$ cat src/rtl/ash3_pkg.sv
// shared types, constants and helper functions of the 3x3 adaptive sharpener
package ash3_pkg;

	localparam int MAX_WIDTH_DEF  = 2048;
	localparam int MAX_HEIGHT_DEF = 4096;
	localparam int QDEPTH         = 4;
	localparam int PIX_W          = 16;
	// floor(s / 9) = (s * AVG_MUL) >> AVG_SHIFT for any 20-bit window sum
	localparam int AVG_MUL        = 3728271;
	localparam int AVG_SHIFT      = 25;
	localparam int MIN_GAIN       = -32;

	typedef enum logic [2:0] {
		REG_FRAME_WIDTH  = 3'd0,
		REG_FRAME_HEIGHT = 3'd1,
		REG_STRENGTH     = 3'd2,
		REG_ADAPT        = 3'd3,
		REG_BW_EDGE      = 3'd4,
		REG_BW_NEAR      = 3'd5,
		REG_BLOCK_LIMIT  = 3'd6,
		REG_SAMPLE_BITS  = 3'd7
	} reg_idx_t;

	typedef enum logic {
		CMD_PIXEL = 1'b0,
		CMD_DRAIN = 1'b1
	} cmd_t;

	typedef enum logic [1:0] {
		F_IDLE,
		F_RD,
		F_PUSH
	} front_state_t;

	typedef enum logic [2:0] {
		B_IDLE,
		B_AVG,
		B_WY,
		B_PROD,
		B_GAIN,
		B_MUL,
		B_OUT
	} back_state_t;

	typedef struct packed {
		logic [11:0]        frame_width;
		logic [12:0]        frame_height;
		logic signed [15:0] strength;
		logic [13:0]        adapt;
		logic [8:0]         bw_edge;
		logic [8:0]         bw_near;
		logic               block_limit;
		logic [4:0]         sample_bits;
	} cfg_t;

	// one output position with its 3x3 neighbourhood, center at index 4
	typedef struct packed {
		logic [8:0][PIX_W-1:0] win;
		logic                  border;
		logic [2:0]            xm;
		logic [2:0]            ym;
		logic                  eol;
		logic                  eof;
	} entry_t;

	function automatic logic [4:0] clamp_bits(input logic [4:0] b);
		logic [4:0] r;
		r = b;
		if (b < 5'd8) r = 5'd8;
		if (b > 5'd16) r = 5'd16;
		return r;
	endfunction

	function automatic logic [PIX_W-1:0] pix_max(input logic [4:0] b);
		logic [16:0] one_sh;
		one_sh = 17'd1 << clamp_bits(b);
		return PIX_W'(one_sh - 17'd1);
	endfunction

endpackage

$ cat src/rtl/ash3_queue.sv
// short item queue between the front and the back
module ash3_queue import ash3_pkg::*; (
	input  logic   clk,
	input  logic   arst_n,
	input  logic   wr,
	input  entry_t wr_data,
	output logic   q_full,
	input  logic   rd,
	output entry_t rd_data,
	output logic   q_empty
);

	localparam int PW = $clog2(QDEPTH);

	entry_t          mem_q [QDEPTH];
	logic [PW-1:0]   wp_q, rp_q;
	logic [PW:0]     cnt_q;

	assign q_full  = (cnt_q == (PW+1)'(QDEPTH));
	assign q_empty = (cnt_q == '0);
	assign rd_data = mem_q[rp_q];

	always_ff @(posedge clk) begin
		if (wr) begin
			mem_q[wp_q] <= wr_data;
		end
	end

	always_ff @(posedge clk or negedge arst_n) begin
		if (!arst_n) begin
			wp_q  <= '0;
			rp_q  <= '0;
			cnt_q <= '0;
		end else begin
			if (wr) wp_q <= wp_q + 1'b1;
			if (rd) rp_q <= rp_q + 1'b1;
			if (wr && !rd) cnt_q <= cnt_q + 1'b1;
			else if (rd && !wr) cnt_q <= cnt_q - 1'b1;
		end
	end

endmodule

$ cat config.mk
export PLATFORM = sky130hd
export DESIGN_NAME = ash3_queue
export DESIGN_NICKNAME = d
export VERILOG_FILES = /design/src/rtl/ash3_pkg.sv /design/src/rtl/ash3_queue.sv
export SDC_FILE = /design/constraint.sdc
export NUM_CORES = 1
export LEC_CHECK = 0
export BUFFER_PORTS_ARGS = -buffer_cell sky130_fd_sc_hd__buf_4
export CORE_MARGIN = 1
export CORE_UTILIZATION = 53
export CTS_BUF_LIST = sky130_fd_sc_hd__clkbuf_8
export DETAILED_ROUTE_END_ITERATION = 7
export MAX_ROUTING_LAYER = met4
export PLACE_DENSITY = 0.81
export SLEW_MARGIN = 10
export SYNTH_ARGS = -nofsm -noshare
export SYNTH_HDL_FRONTEND = slang
export SYNTH_SLANG_ARGS = --single-unit
$ cat constraint.sdc
create_clock -name clk -period 4.7 [get_ports clk]
set_input_delay 0.235 -clock clk [delete_from_list [all_inputs] [get_ports clk]]
set_output_delay 0.235 -clock clk [all_outputs]
set_load 0.01 [all_outputs]
==> metrics.md <==
| Metric | Value |
|---|---|
| Commonest non-fill, non-tap cell in the layout | edfxtp_1 |
| Critical path origin | rp_q[0] |
| WL per Instance | 23.00 µm |
| HP Class | primary input to register |
| Final hold slack | between 0.3 and 0.4 ns |
| Avg Cell Area, Syn | 26.97 µm² |
| Placer Congestion | 0.7869 |
| Slew of the pin with the lowest slew margin | 0.9507 ns |
| First-pass GRT wire length | 69480 µm |
| Final Slew Violations | 0 |
| Chip Height | 207.9 µm |
| Share of cells above drive strength 1 | 0.4175 |
| Fmax | 321.2 MHz |
| P per Cell Area | 595.7 nW/µm² |
| Commonest cells after routing, fill and taps aside | 612 x edfxtp_1, 318 x buf_4, 157 x dlygate4sd3_1 |
| DR pass1 iterations | 4 |
| Post-route DRC violation count | 0 |
| Final Non-Filler Cells | 1998 |
| Setup TNS Final | 0 ns |
| Total power | 17.17 mW |
| Final worst path period need | between 3 and 4 ns |
| CP arrival | 2.88 ns |
| Fin. Hold Viols | 0 |
| Initial Utilization | 0.5368 |
| Fin area | 28830 µm² |
| Setup violators final | 0 |
| Clk_skew | 0.01839 ns |
| Clock sinks | 619 |
| Post-Synthesis Cell Area | 22470 µm² |
| Postcts setup bufs | 0 |
| RSZ-0062 raised after global routing | no |
| Drt total wl | 45950 µm |
| DR vias/cell | 5.478 |
| H-tree lvl count | 3 |
| Distinct cells, synth | 19 |
| Leakage power | 10.04 nW |
| DP Wirelength | 24750 µm |
| CTS hold repair buffers | roughly 160 |
| R2R setup slack | 2.39 ns |
| Final ANT Viol Nets | 0 |
| CP Class | register to primary output |
| Io pins | 312 |
| Std-Cell Rows | 75 |
| Max cap viols | 0 |
| Core Area | 41850 µm² |
| Post-cts sizing count | 0 |
| Number of synthesized register bits | 619 |
| Yosys warns | 0 |
| CTS Buf Count | between 90 and 100 |
| TritonCTS clock tree | yes |
| Relative slew slack | 0.3662 |
| Clock slew at reported path FFs | around 0.060 ns |
| Hold_sp | wr_data[20] |
| Root Driver | clkbuf_8 |
| Die width | 207.9 µm |
| Clock Latency Late Sink | around 0.65 ns |
| GRT Overall Usage | 0.2231 |
| FF-to-FF Start | wp_q[0] |
| Final worst setup slack | 1.587 ns |
| Vias | 10950 |
| Dpl cells | 1663 |
| PortBufs | roughly 310 |
| Full die area | about 43000 µm² |
| Post-Place Setup Slack | roughly 2.2 ns |
| Sequential area share after synthesis | 0.8258 |
| Total congestion overflow | 0 |
| Dpl cell area | ~25000 µm² |
| Fillers | around 2400 |
| Crit path launch type | register |
| Antenna violations before repair | 5 |
| Crit. End Element | primary output |
| Finished Core Util | 0.6889 |
| Run status | completed |
| CTS max path bufs | 3 |
| Vias in the first global route | roughly 12000 |
| Pin count of the biggest net entering global routing | 72 |
| Post-Syn Instances | 833 |
| Crit Path Max Fanout | 40 |
| Initial detailed-routing violation count | 793 |
| Worst endpoint required time | 4.47 ns |
| Final period util | 0.6624 |
| Area Growth Syn to Fin | 28.33% |
| Final net count | 1544 |
| Mapped Nets | 996 |
| Max IR drop VDD | roughly 400 µV |
==> registers in the layout, indices dropped and copies added (netlist names) <==
register  count
rp_q          2
wp_q          2
cnt_q         3
mem_q       612
==> critical path, cell delays in order (launching register included) <==
cell and delay [ns]:
dfrtp_4 0.95, buf_4 0.46, mux4_2 0.57, buf_4 0.16
==> cell families after synthesis <==
family          count (synthesis)  synth area share
compound gates                  1         0.0002226
fa+ha+maj                       6          0.003676
buf+inv                        38           0.01192
flops                         619            0.8258
simple gates                    9          0.002172
mux                           154            0.1539
xor+xnor                        6          0.002339
==> Yosys cell counts <==
cell type  count  area [µm²]
inv_1          4       15.01
mux4_2       153        3446
buf_4          6       45.04
dfrtp_1        7       175.2
o21ai_0        1       5.000
clkbuf_1       1       3.750
nor3b_1        1       7.510
fa_1           1       20.02
ha_1           5       62.56
and2_1         4       25.02
buf_6         11       123.9
edfxtp_1     612       18380
xnor2_1        2       17.52
mux2_2         1       11.26
nand2_1        2       7.510
buf_2         16       80.08
nor2_1         1       3.750
nor3_1         1       5.000
xor2_1         4       35.03
==> final timing paths <==
| kind | to | cells after the start |
|---|---|---|
| setup reg to reg | mem_q[0][118] | 4 |
| setup / recovery | rd_data[86] | 3 |
| min in group asynchronous | cnt_q[1] | 3 |
| max in group asynchronous | rp_q[1] | 3 |
| hold / removal | mem_q[1][20] | 2 |
| hold reg to reg | cnt_q[2] | 1 |
==> metal layers <==
layer	track usage	wire length, µm	vias to the layer above	share of wire
li1	-	-	4735	-
met1	0.2690	17520	5664	0.38
met2	0.3624	23710	461	0.52
met3	0.05840	3448	85	0.075
met4	0.08787	1271	0	0.028
met5	-	0	-	0
==> layout make-up <==
| class | instances | area (µm²) | share of cell area |
|---|---|---|---|
| Sequential cell | 619 | 18560 | 0.6438 |
| Timing Repair Buffer | 482 | 4099 | 0.1422 |
| Multi-Input combinational cell | 176 | 3656 | 0.1268 |
| Clock buffer | 99 | 1363 | 0.04726 |
| Tap cell | 539 | 674.4 | 0.02339 |
| Clock inverter | 74 | 451.7 | 0.01567 |
| Inverter | 4 | 15.01 | 0.0005208 |
| Antenna cell | 5 | 12.51 | 0.0004340 |
==> where the power goes <==
part	internal, mW	total (mW)	switching [mW]
Clock	2.23	4.25	2.01
Combinational	2.71	5.26	2.56
Sequential	7.22	7.66	0.440
Total	12.2	17.2	5.01
No activity file was read; power rests on OpenSTA's default activity.
