===== config.mk =====
export PLATFORM = sky130hd
export DESIGN_NAME = ash3_back
export DESIGN_NICKNAME = d
export VERILOG_FILES = /design/src/rtl/ash3_pkg.sv /design/src/rtl/ash3_back.sv
export SDC_FILE = /design/constraint.sdc
export NUM_CORES = 2
export LEC_CHECK = 0
export BUFFER_PORTS_ARGS = -buffer_cell sky130_fd_sc_hd__buf_2
export CAP_MARGIN = 10
export CORE_UTILIZATION = 55
export CTS_CLUSTER_SIZE = 20
export DETAILED_ROUTE_END_ITERATION = 10
export HOLD_SLACK_MARGIN = 0.1
export PLACE_DENSITY = 0.72
export SLEW_MARGIN = 20
export SYNTH_ARGS = -nofsm -noshare
export SYNTH_HDL_FRONTEND = slang
export SYNTH_SLANG_ARGS = --single-unit

===== constraint.sdc =====
create_clock -name clk -period 10.7 [get_ports clk]
set_input_delay 0.535 -clock clk [delete_from_list [all_inputs] [get_ports clk]]
set_output_delay 0.535 -clock clk [all_outputs]
set_load 0.01 [all_outputs]

===== src/rtl/ash3_pkg.sv =====
// shared types, constants and helper functions of the 3x3 adaptive sharpener
package ash3_pkg;

	localparam int MAX_WIDTH_DEF  = 2048;
	localparam int MAX_HEIGHT_DEF = 4096;
	localparam int QDEPTH         = 4;
	localparam int PIX_W          = 16;
	// floor(s / 9) = (s * AVG_MUL) >> AVG_SHIFT for any 20-bit window sum
	localparam int AVG_MUL        = 3728271;
	localparam int AVG_SHIFT      = 25;
	localparam int MIN_GAIN       = -32;

	typedef enum logic [2:0] {
		REG_FRAME_WIDTH  = 3'd0,
		REG_FRAME_HEIGHT = 3'd1,
		REG_STRENGTH     = 3'd2,
		REG_ADAPT        = 3'd3,
		REG_BW_EDGE      = 3'd4,
		REG_BW_NEAR      = 3'd5,
		REG_BLOCK_LIMIT  = 3'd6,
		REG_SAMPLE_BITS  = 3'd7
	} reg_idx_t;

	typedef enum logic {
		CMD_PIXEL = 1'b0,
		CMD_DRAIN = 1'b1
	} cmd_t;

	typedef enum logic [1:0] {
		F_IDLE,
		F_RD,
		F_PUSH
	} front_state_t;

	typedef enum logic [2:0] {
		B_IDLE,
		B_AVG,
		B_WY,
		B_PROD,
		B_GAIN,
		B_MUL,
		B_OUT
	} back_state_t;

	typedef struct packed {
		logic [11:0]        frame_width;
		logic [12:0]        frame_height;
		logic signed [15:0] strength;
		logic [13:0]        adapt;
		logic [8:0]         bw_edge;
		logic [8:0]         bw_near;
		logic               block_limit;
		logic [4:0]         sample_bits;
	} cfg_t;

	// one output position with its 3x3 neighbourhood, center at index 4
	typedef struct packed {
		logic [8:0][PIX_W-1:0] win;
		logic                  border;
		logic [2:0]            xm;
		logic [2:0]            ym;
		logic                  eol;
		logic                  eof;
	} entry_t;

	function automatic logic [4:0] clamp_bits(input logic [4:0] b);
		logic [4:0] r;
		r = b;
		if (b < 5'd8) r = 5'd8;
		if (b > 5'd16) r = 5'd16;
		return r;
	endfunction

	function automatic logic [PIX_W-1:0] pix_max(input logic [4:0] b);
		logic [16:0] one_sh;
		one_sh = 17'd1 << clamp_bits(b);
		return PIX_W'(one_sh - 17'd1);
	endfunction

endpackage


===== src/rtl/ash3_back.sv =====
// back: mean, deviation, adaptive gain and clamp, one step per cycle unless the queue is empty or the output is held
module ash3_back import ash3_pkg::*; (
	input  logic             clk,
	input  logic             arst_n,
	input  cfg_t             cfg,
	input  logic             q_empty,
	input  entry_t           q_head,
	output logic             q_pop,
	output logic             empty,
	input  logic             pop,
	output logic [PIX_W-1:0] out_pixel,
	output logic             end_of_line,
	output logic             end_of_frame
);

	back_state_t       bst_q, bst_n;
	logic [PIX_W-1:0]  c_q, dev_q, avg_q;
	logic [19:0]       sum_q;
	logic [2:0]        xm_q, ym_q;
	logic              border_q, eol_q, eof_q;
	logic [15:0]       d2_q;
	logic [38:0]       p_q;
	logic signed [16:0] t2_q;
	logic signed [33:0] m_q;
	logic              ovalid_q;

	logic [19:0]       sum_c;
	logic [PIX_W-1:0]  dev_c, a_c, avg_c, pmax;
	logic [41:0]       avg_prod;
	logic              skip, wt_en, take;
	logic [8:0]        xf, yf;
	logic              xf_en, yf_en;
	logic [15:0]       d2x_c, d2y_c;
	logic [4:0]        bits;
	logic [38:0]       q_sh;
	logic signed [31:0] t_c, str32, da;
	logic signed [16:0] diff_c;
	logic signed [24:0] sh_c;
	logic signed [35:0] res_c;
	logic [PIX_W-1:0]  res_pix;

	// window sum and largest neighbour deviation, block edges masked when asked
	always_comb begin
		sum_c = '0;
		dev_c = '0;
		for (int r = 0; r < 3; r++) begin
			for (int c = 0; c < 3; c++) begin
				sum_c = sum_c + 20'(q_head.win[r*3+c]);
				skip  = (r == 1) && (c == 1);
				if (cfg.block_limit) begin
					if (r == 0 && q_head.ym == 3'd0) skip = 1'b1;
					if (r == 2 && q_head.ym == 3'd7) skip = 1'b1;
					if (c == 0 && q_head.xm == 3'd0) skip = 1'b1;
					if (c == 2 && q_head.xm == 3'd7) skip = 1'b1;
				end
				a_c = (q_head.win[r*3+c] >= q_head.win[4]) ?
					q_head.win[r*3+c] - q_head.win[4] : q_head.win[4] - q_head.win[r*3+c];
				if (!skip && a_c > dev_c) dev_c = a_c;
			end
		end
	end

	always_comb begin
		bits     = clamp_bits(cfg.sample_bits);
		pmax     = pix_max(cfg.sample_bits);
		avg_prod = 42'(sum_q) * 42'(AVG_MUL);
		avg_c    = avg_prod[AVG_SHIFT+PIX_W-1:AVG_SHIFT];
		wt_en    = (cfg.bw_near != 9'd256) && (cfg.bw_edge != 9'd256);
		xf_en    = 1'b0;
		xf       = cfg.bw_near;
		if (xm_q inside {3'd1, 3'd6}) begin
			xf_en = wt_en;
			xf    = cfg.bw_near;
		end else if (xm_q inside {3'd0, 3'd7}) begin
			xf_en = wt_en;
			xf    = cfg.bw_edge;
		end
		yf_en = 1'b0;
		yf    = cfg.bw_near;
		if (ym_q inside {3'd1, 3'd6}) begin
			yf_en = wt_en;
			yf    = cfg.bw_near;
		end else if (ym_q inside {3'd0, 3'd7}) begin
			yf_en = wt_en;
			yf    = cfg.bw_edge;
		end
		d2x_c = xf_en ? 16'((23'(cfg.adapt) * 23'(xf)) >> 8) : 16'(cfg.adapt);
		d2y_c = yf_en ? 16'((25'(d2_q) * 25'(yf)) >> 8) : d2_q;

		q_sh  = p_q >> (5'd8 + bits);
		da    = $signed(32'(cfg.adapt[13:7])) + 32'(MIN_GAIN);
		str32 = 32'(cfg.strength);
		t_c   = (cfg.adapt == '0) ? str32 : (($signed(32'(q_sh)) + da) <<< 4);
		if (t_c > str32) t_c = str32;
		if (t_c < 32'(MIN_GAIN)) t_c = 32'(MIN_GAIN);

		diff_c = $signed({1'b0, c_q}) - $signed({1'b0, avg_q});
		// gain is scaled by 128 / 65536, so the product shifts right by nine
		sh_c   = 25'(m_q >>> 9);
		res_c  = 36'(sh_c) + $signed({20'd0, c_q});
		if (border_q) res_pix = c_q;
		else if (res_c < 0) res_pix = '0;
		else if (res_c > $signed({20'd0, pmax})) res_pix = pmax;
		else res_pix = PIX_W'(res_c);
	end

	assign take = !ovalid_q || pop;

	always_comb begin
		bst_n = bst_q;
		q_pop = 1'b0;
		case (bst_q)
			B_IDLE: begin
				if (!q_empty) begin
					q_pop = 1'b1;
					bst_n = q_head.border ? B_OUT : B_AVG;
				end
			end
			B_AVG:  bst_n = B_WY;
			B_WY:   bst_n = B_PROD;
			B_PROD: bst_n = B_GAIN;
			B_GAIN: bst_n = B_MUL;
			B_MUL:  bst_n = B_OUT;
			B_OUT: begin
				if (take) bst_n = B_IDLE;
			end
			default: bst_n = B_IDLE;
		endcase
	end

	always_ff @(posedge clk or negedge arst_n) begin
		if (!arst_n) begin
			bst_q    <= B_IDLE;
			ovalid_q <= 1'b0;
		end else begin
			bst_q <= bst_n;
			if (bst_q == B_OUT && take) ovalid_q <= 1'b1;
			else if (pop) ovalid_q <= 1'b0;
		end
	end

	always_ff @(posedge clk) begin
		case (bst_q)
			B_IDLE: begin
				c_q      <= q_head.win[4];
				sum_q    <= sum_c;
				dev_q    <= dev_c;
				xm_q     <= q_head.xm;
				ym_q     <= q_head.ym;
				border_q <= q_head.border;
				eol_q    <= q_head.eol;
				eof_q    <= q_head.eof;
			end
			B_AVG: begin
				avg_q <= avg_c;
				d2_q  <= d2x_c;
			end
			B_WY:   d2_q <= d2y_c;
			B_PROD: p_q  <= 39'({dev_q, 7'd0}) * 39'(d2_q);
			B_GAIN: t2_q <= 17'(t_c);
			B_MUL:  m_q  <= 34'(diff_c) * 34'(t2_q);
			B_OUT: begin
				if (take) begin
					out_pixel    <= res_pix;
					end_of_line  <= eol_q;
					end_of_frame <= eof_q;
				end
			end
			default: ;
		endcase
	end

	assign empty = !ovalid_q;

endmodule


==> reports/summary.txt <==
gr usage total -> 40.0%
Slew @ Worst Pin -> 1.14 ns
clk root buf -> clkbuf_16
1st-pass router iterations -> 8
RSZ-0062 raised after global routing -> yes
Final WS setup -> -6.88 ns
mux cell area share after synthesis -> 3.42%
XOR/XNOR Fraction of Synth Area -> 3.32%
Longest Clk Path Bufs -> 2
Synth Area per Inst -> 8.65 sq um
commonest cells in the netlist -> inv_1, fa_1, ha_1
CTS HTree Levels -> 4
post-DR wirelength/cell -> 23.4 microns
failing checks -> negative setup slack
CP Data Arrival Time -> 17.86 ns
port bufs -> 230
dpl hpwl -> 208,000 microns
minimum clock period -> 17.58 ns
total core area -> 119,000 sq um
I/O Pins -> 256
clock skew -> 0.0218 ns
Worst Setup End Kind -> flop
most common cell in the netlist -> inv_1
Hold Crit Class -> input port to flop
Async SR Flop Fraction -> 2.12%
#FFs+latches synth -> 189
synthesized area -> 66,100 sq um
CP required -> 10.98 ns
Tcrit/Tclk final -> 164%
Synth Area in Simple Gates -> 15.6%
Slew Viols, Final -> 0
total clock sinks -> 189
clock buffer count from CTS -> 17
GRT Residual Overflow -> 0
R2R Setup Slk -> 0.73 ns
antenna viol nets, final -> 0
worst skew pair latency -> 0.54 ns
crit path max fanout -> 7
Crit-path slowest cell -> a211o_4
largest family of logic cells by synthesized area -> adder cells
crit path launch type -> input port
Mapped Cells -> 7,649
delay of the slowest critical-path stage -> 0.40 ns
share of layout cells above drive strength 1 -> 19.2%
TritonCTS clock tree -> yes
Layout area overhead -> 18.8%
Worst-path clk slew -> 0.09 ns
max_slew headroom -> 23.3%
Crit Path Class -> input port to flop
initial antenna violation count -> 20
Synth warnings -> 0
Cell Rows -> 126
Finished Cell Area -> 78,500 sq um
top cell type's share of synthesized area -> 28.1%
Max Freq -> 0.0569 GHz
area leader, netlist -> fa_1
die area -> 122,000 sq um
Post-synth top flop -> edfxtp_1
largest cells by area after synthesis -> fa_1, ha_1, edfxtp_1
via/cell ratio -> 5.88
Initial Utilization -> 55.8%
final setup violation count -> 16
Synth cell types -> 106
Die X -> 349 microns
largest net degree at the start of global routing -> 62
DR DRC count -> 0
post-synthesis adder-cell area fraction -> 45.6%
via count -> 60,700
Die Y -> 349 microns
Post-synth EDFFs -> 185
status -> finished with violations
1st-iter DRT viols -> 5,005
WL final -> 242,000 microns
sequential share of the synthesized area -> 8.55%
vias in the first global route -> 61,900
pre-CTS setup slack -> -7.90 ns
maxcap violations -> 0
dpl cell area -> 76,300 sq um
GPL Wtd Cong -> 1.05
first-pass GRT wire length -> 368,000 microns
final hold vios -> 0
Synth Area in Compound Gates -> 14.1%
# nets final -> 10,800
[worst max-delay path, delay by kind of cell]
family,cells,cell delay (ns)
compound gates,37,7.40
simple gates,32,5.12
fa+ha+maj,8,2.30
buf+inv,13,1.81
mux,3,0.72
[cells in the final DEF, fill, tap and decap left out, drive strengths merged, types with 24 or more instances in the layout]
master / count
nor2: 317
o21a: 89
inv: 1346
xor2: 86
buf: 1324
a31oi: 62
edfxtp: 185
o21ai: 281
a311oi: 25
or2: 24
nor3b: 24
and3: 56
nor4: 26
or3: 34
o21bai: 45
and2: 264
nor2b: 158
ha: 926
nand2b: 79
nand2: 756
mux2i: 158
nand4: 73
nand3: 130
mux2: 55
o31ai: 41
nor3: 90
a21oi: 361
o211ai: 31
a21boi: 30
xnor2: 165
a211oi: 60
fa: 927
a21o: 169
[area by class of cell]
type | count | area (sq um)
sequential | 189 | 5660
clock inverter | 15 | 195
antenna | 12 | 30.0
multi-input combinational | 5825 | 55600
clock buffer | 17 | 425
tap | 1600 | 2000
timing repair buffer | 1326 | 9610
fill | 10000 | 40000
inverter | 1341 | 5050
[registers in the layout, summed over array words and instances, names as in the netlist]
register	count
end_of_frame	1
bst_q	3
xm_q	3
ovalid_q	1
border_q	1
ym_q	3
c_q	16
m_q	25
avg_q	16
out_pixel	16
d2_q	16
end_of_line	1
sum_q	20
eof_q	1
dev_q	16
t2_q	17
p_q	32
eol_q	1
[cell families after synthesis]
| logic type | after synthesis |
|---|---|
| AOI/OAI and AO/OA | 1405 |
| xor gates and xnor gates | 251 |
| adders and majority gates | 1853 |
| buffers and inverters | 1638 |
| DFF | 189 |
| muxes | 215 |
| other | 2 |
| and+or+nand+nor | 2096 |
[metrics by stage]
stage	cells	hold WS, ns	util, %	TNS (ns)
after floorplan	7652	0.239	-	-109.98
after global placement	10200	0.343	64.4	-120.52
after detailed placement	10200	0.343	64.4	-125.77
after CTS	10300	0.140	65.6	-106.40
after global routing	10300	0.171	66.2	-120.84
final	10300	0.179	66.2	-109.46
[layer usage]
| metal | track usage, % | wire, microns | vias to the layer above |
|---|---|---|---|
| met3 | 6.65 | 21300 | 540 |
| met4 | 16.8 | 11700 | 6 |
| met5 | 0 | 45 | - |
| met1 | 53.4 | 98700 | 30000 |
| met2 | 64.4 | 110000 | 2738 |
| li1 | - | - | 27400 |
[what timing repair did]
item / in CTS / in global routing
setup endpoints to repair: 16 / 18
endpoints found under the hold margin: 4 / 0
hold buffers: 1 / 0
resized for setup: 107 / 135
buffers inserted: 48 / 20
gates cloned: 1 / 0
pin swaps: 70 / 66
[worst paths after layout]
check,startpoint,end,cells past startpoint
worst max register to register,c_q[0],m_q[30],38
worst max-delay path,q_head[78],dev_q[7],93
worst min register to register,eol_q,end_of_line,0
max in group asynchronous,arst_n,bst_q[0],2
worst min-delay path,q_head[0],eof_q,1
min in group asynchronous,arst_n,ovalid_q,2
Power is not shown: default switching activity piles up to over one toggle a cycle in this logic, so the estimate is an artifact.
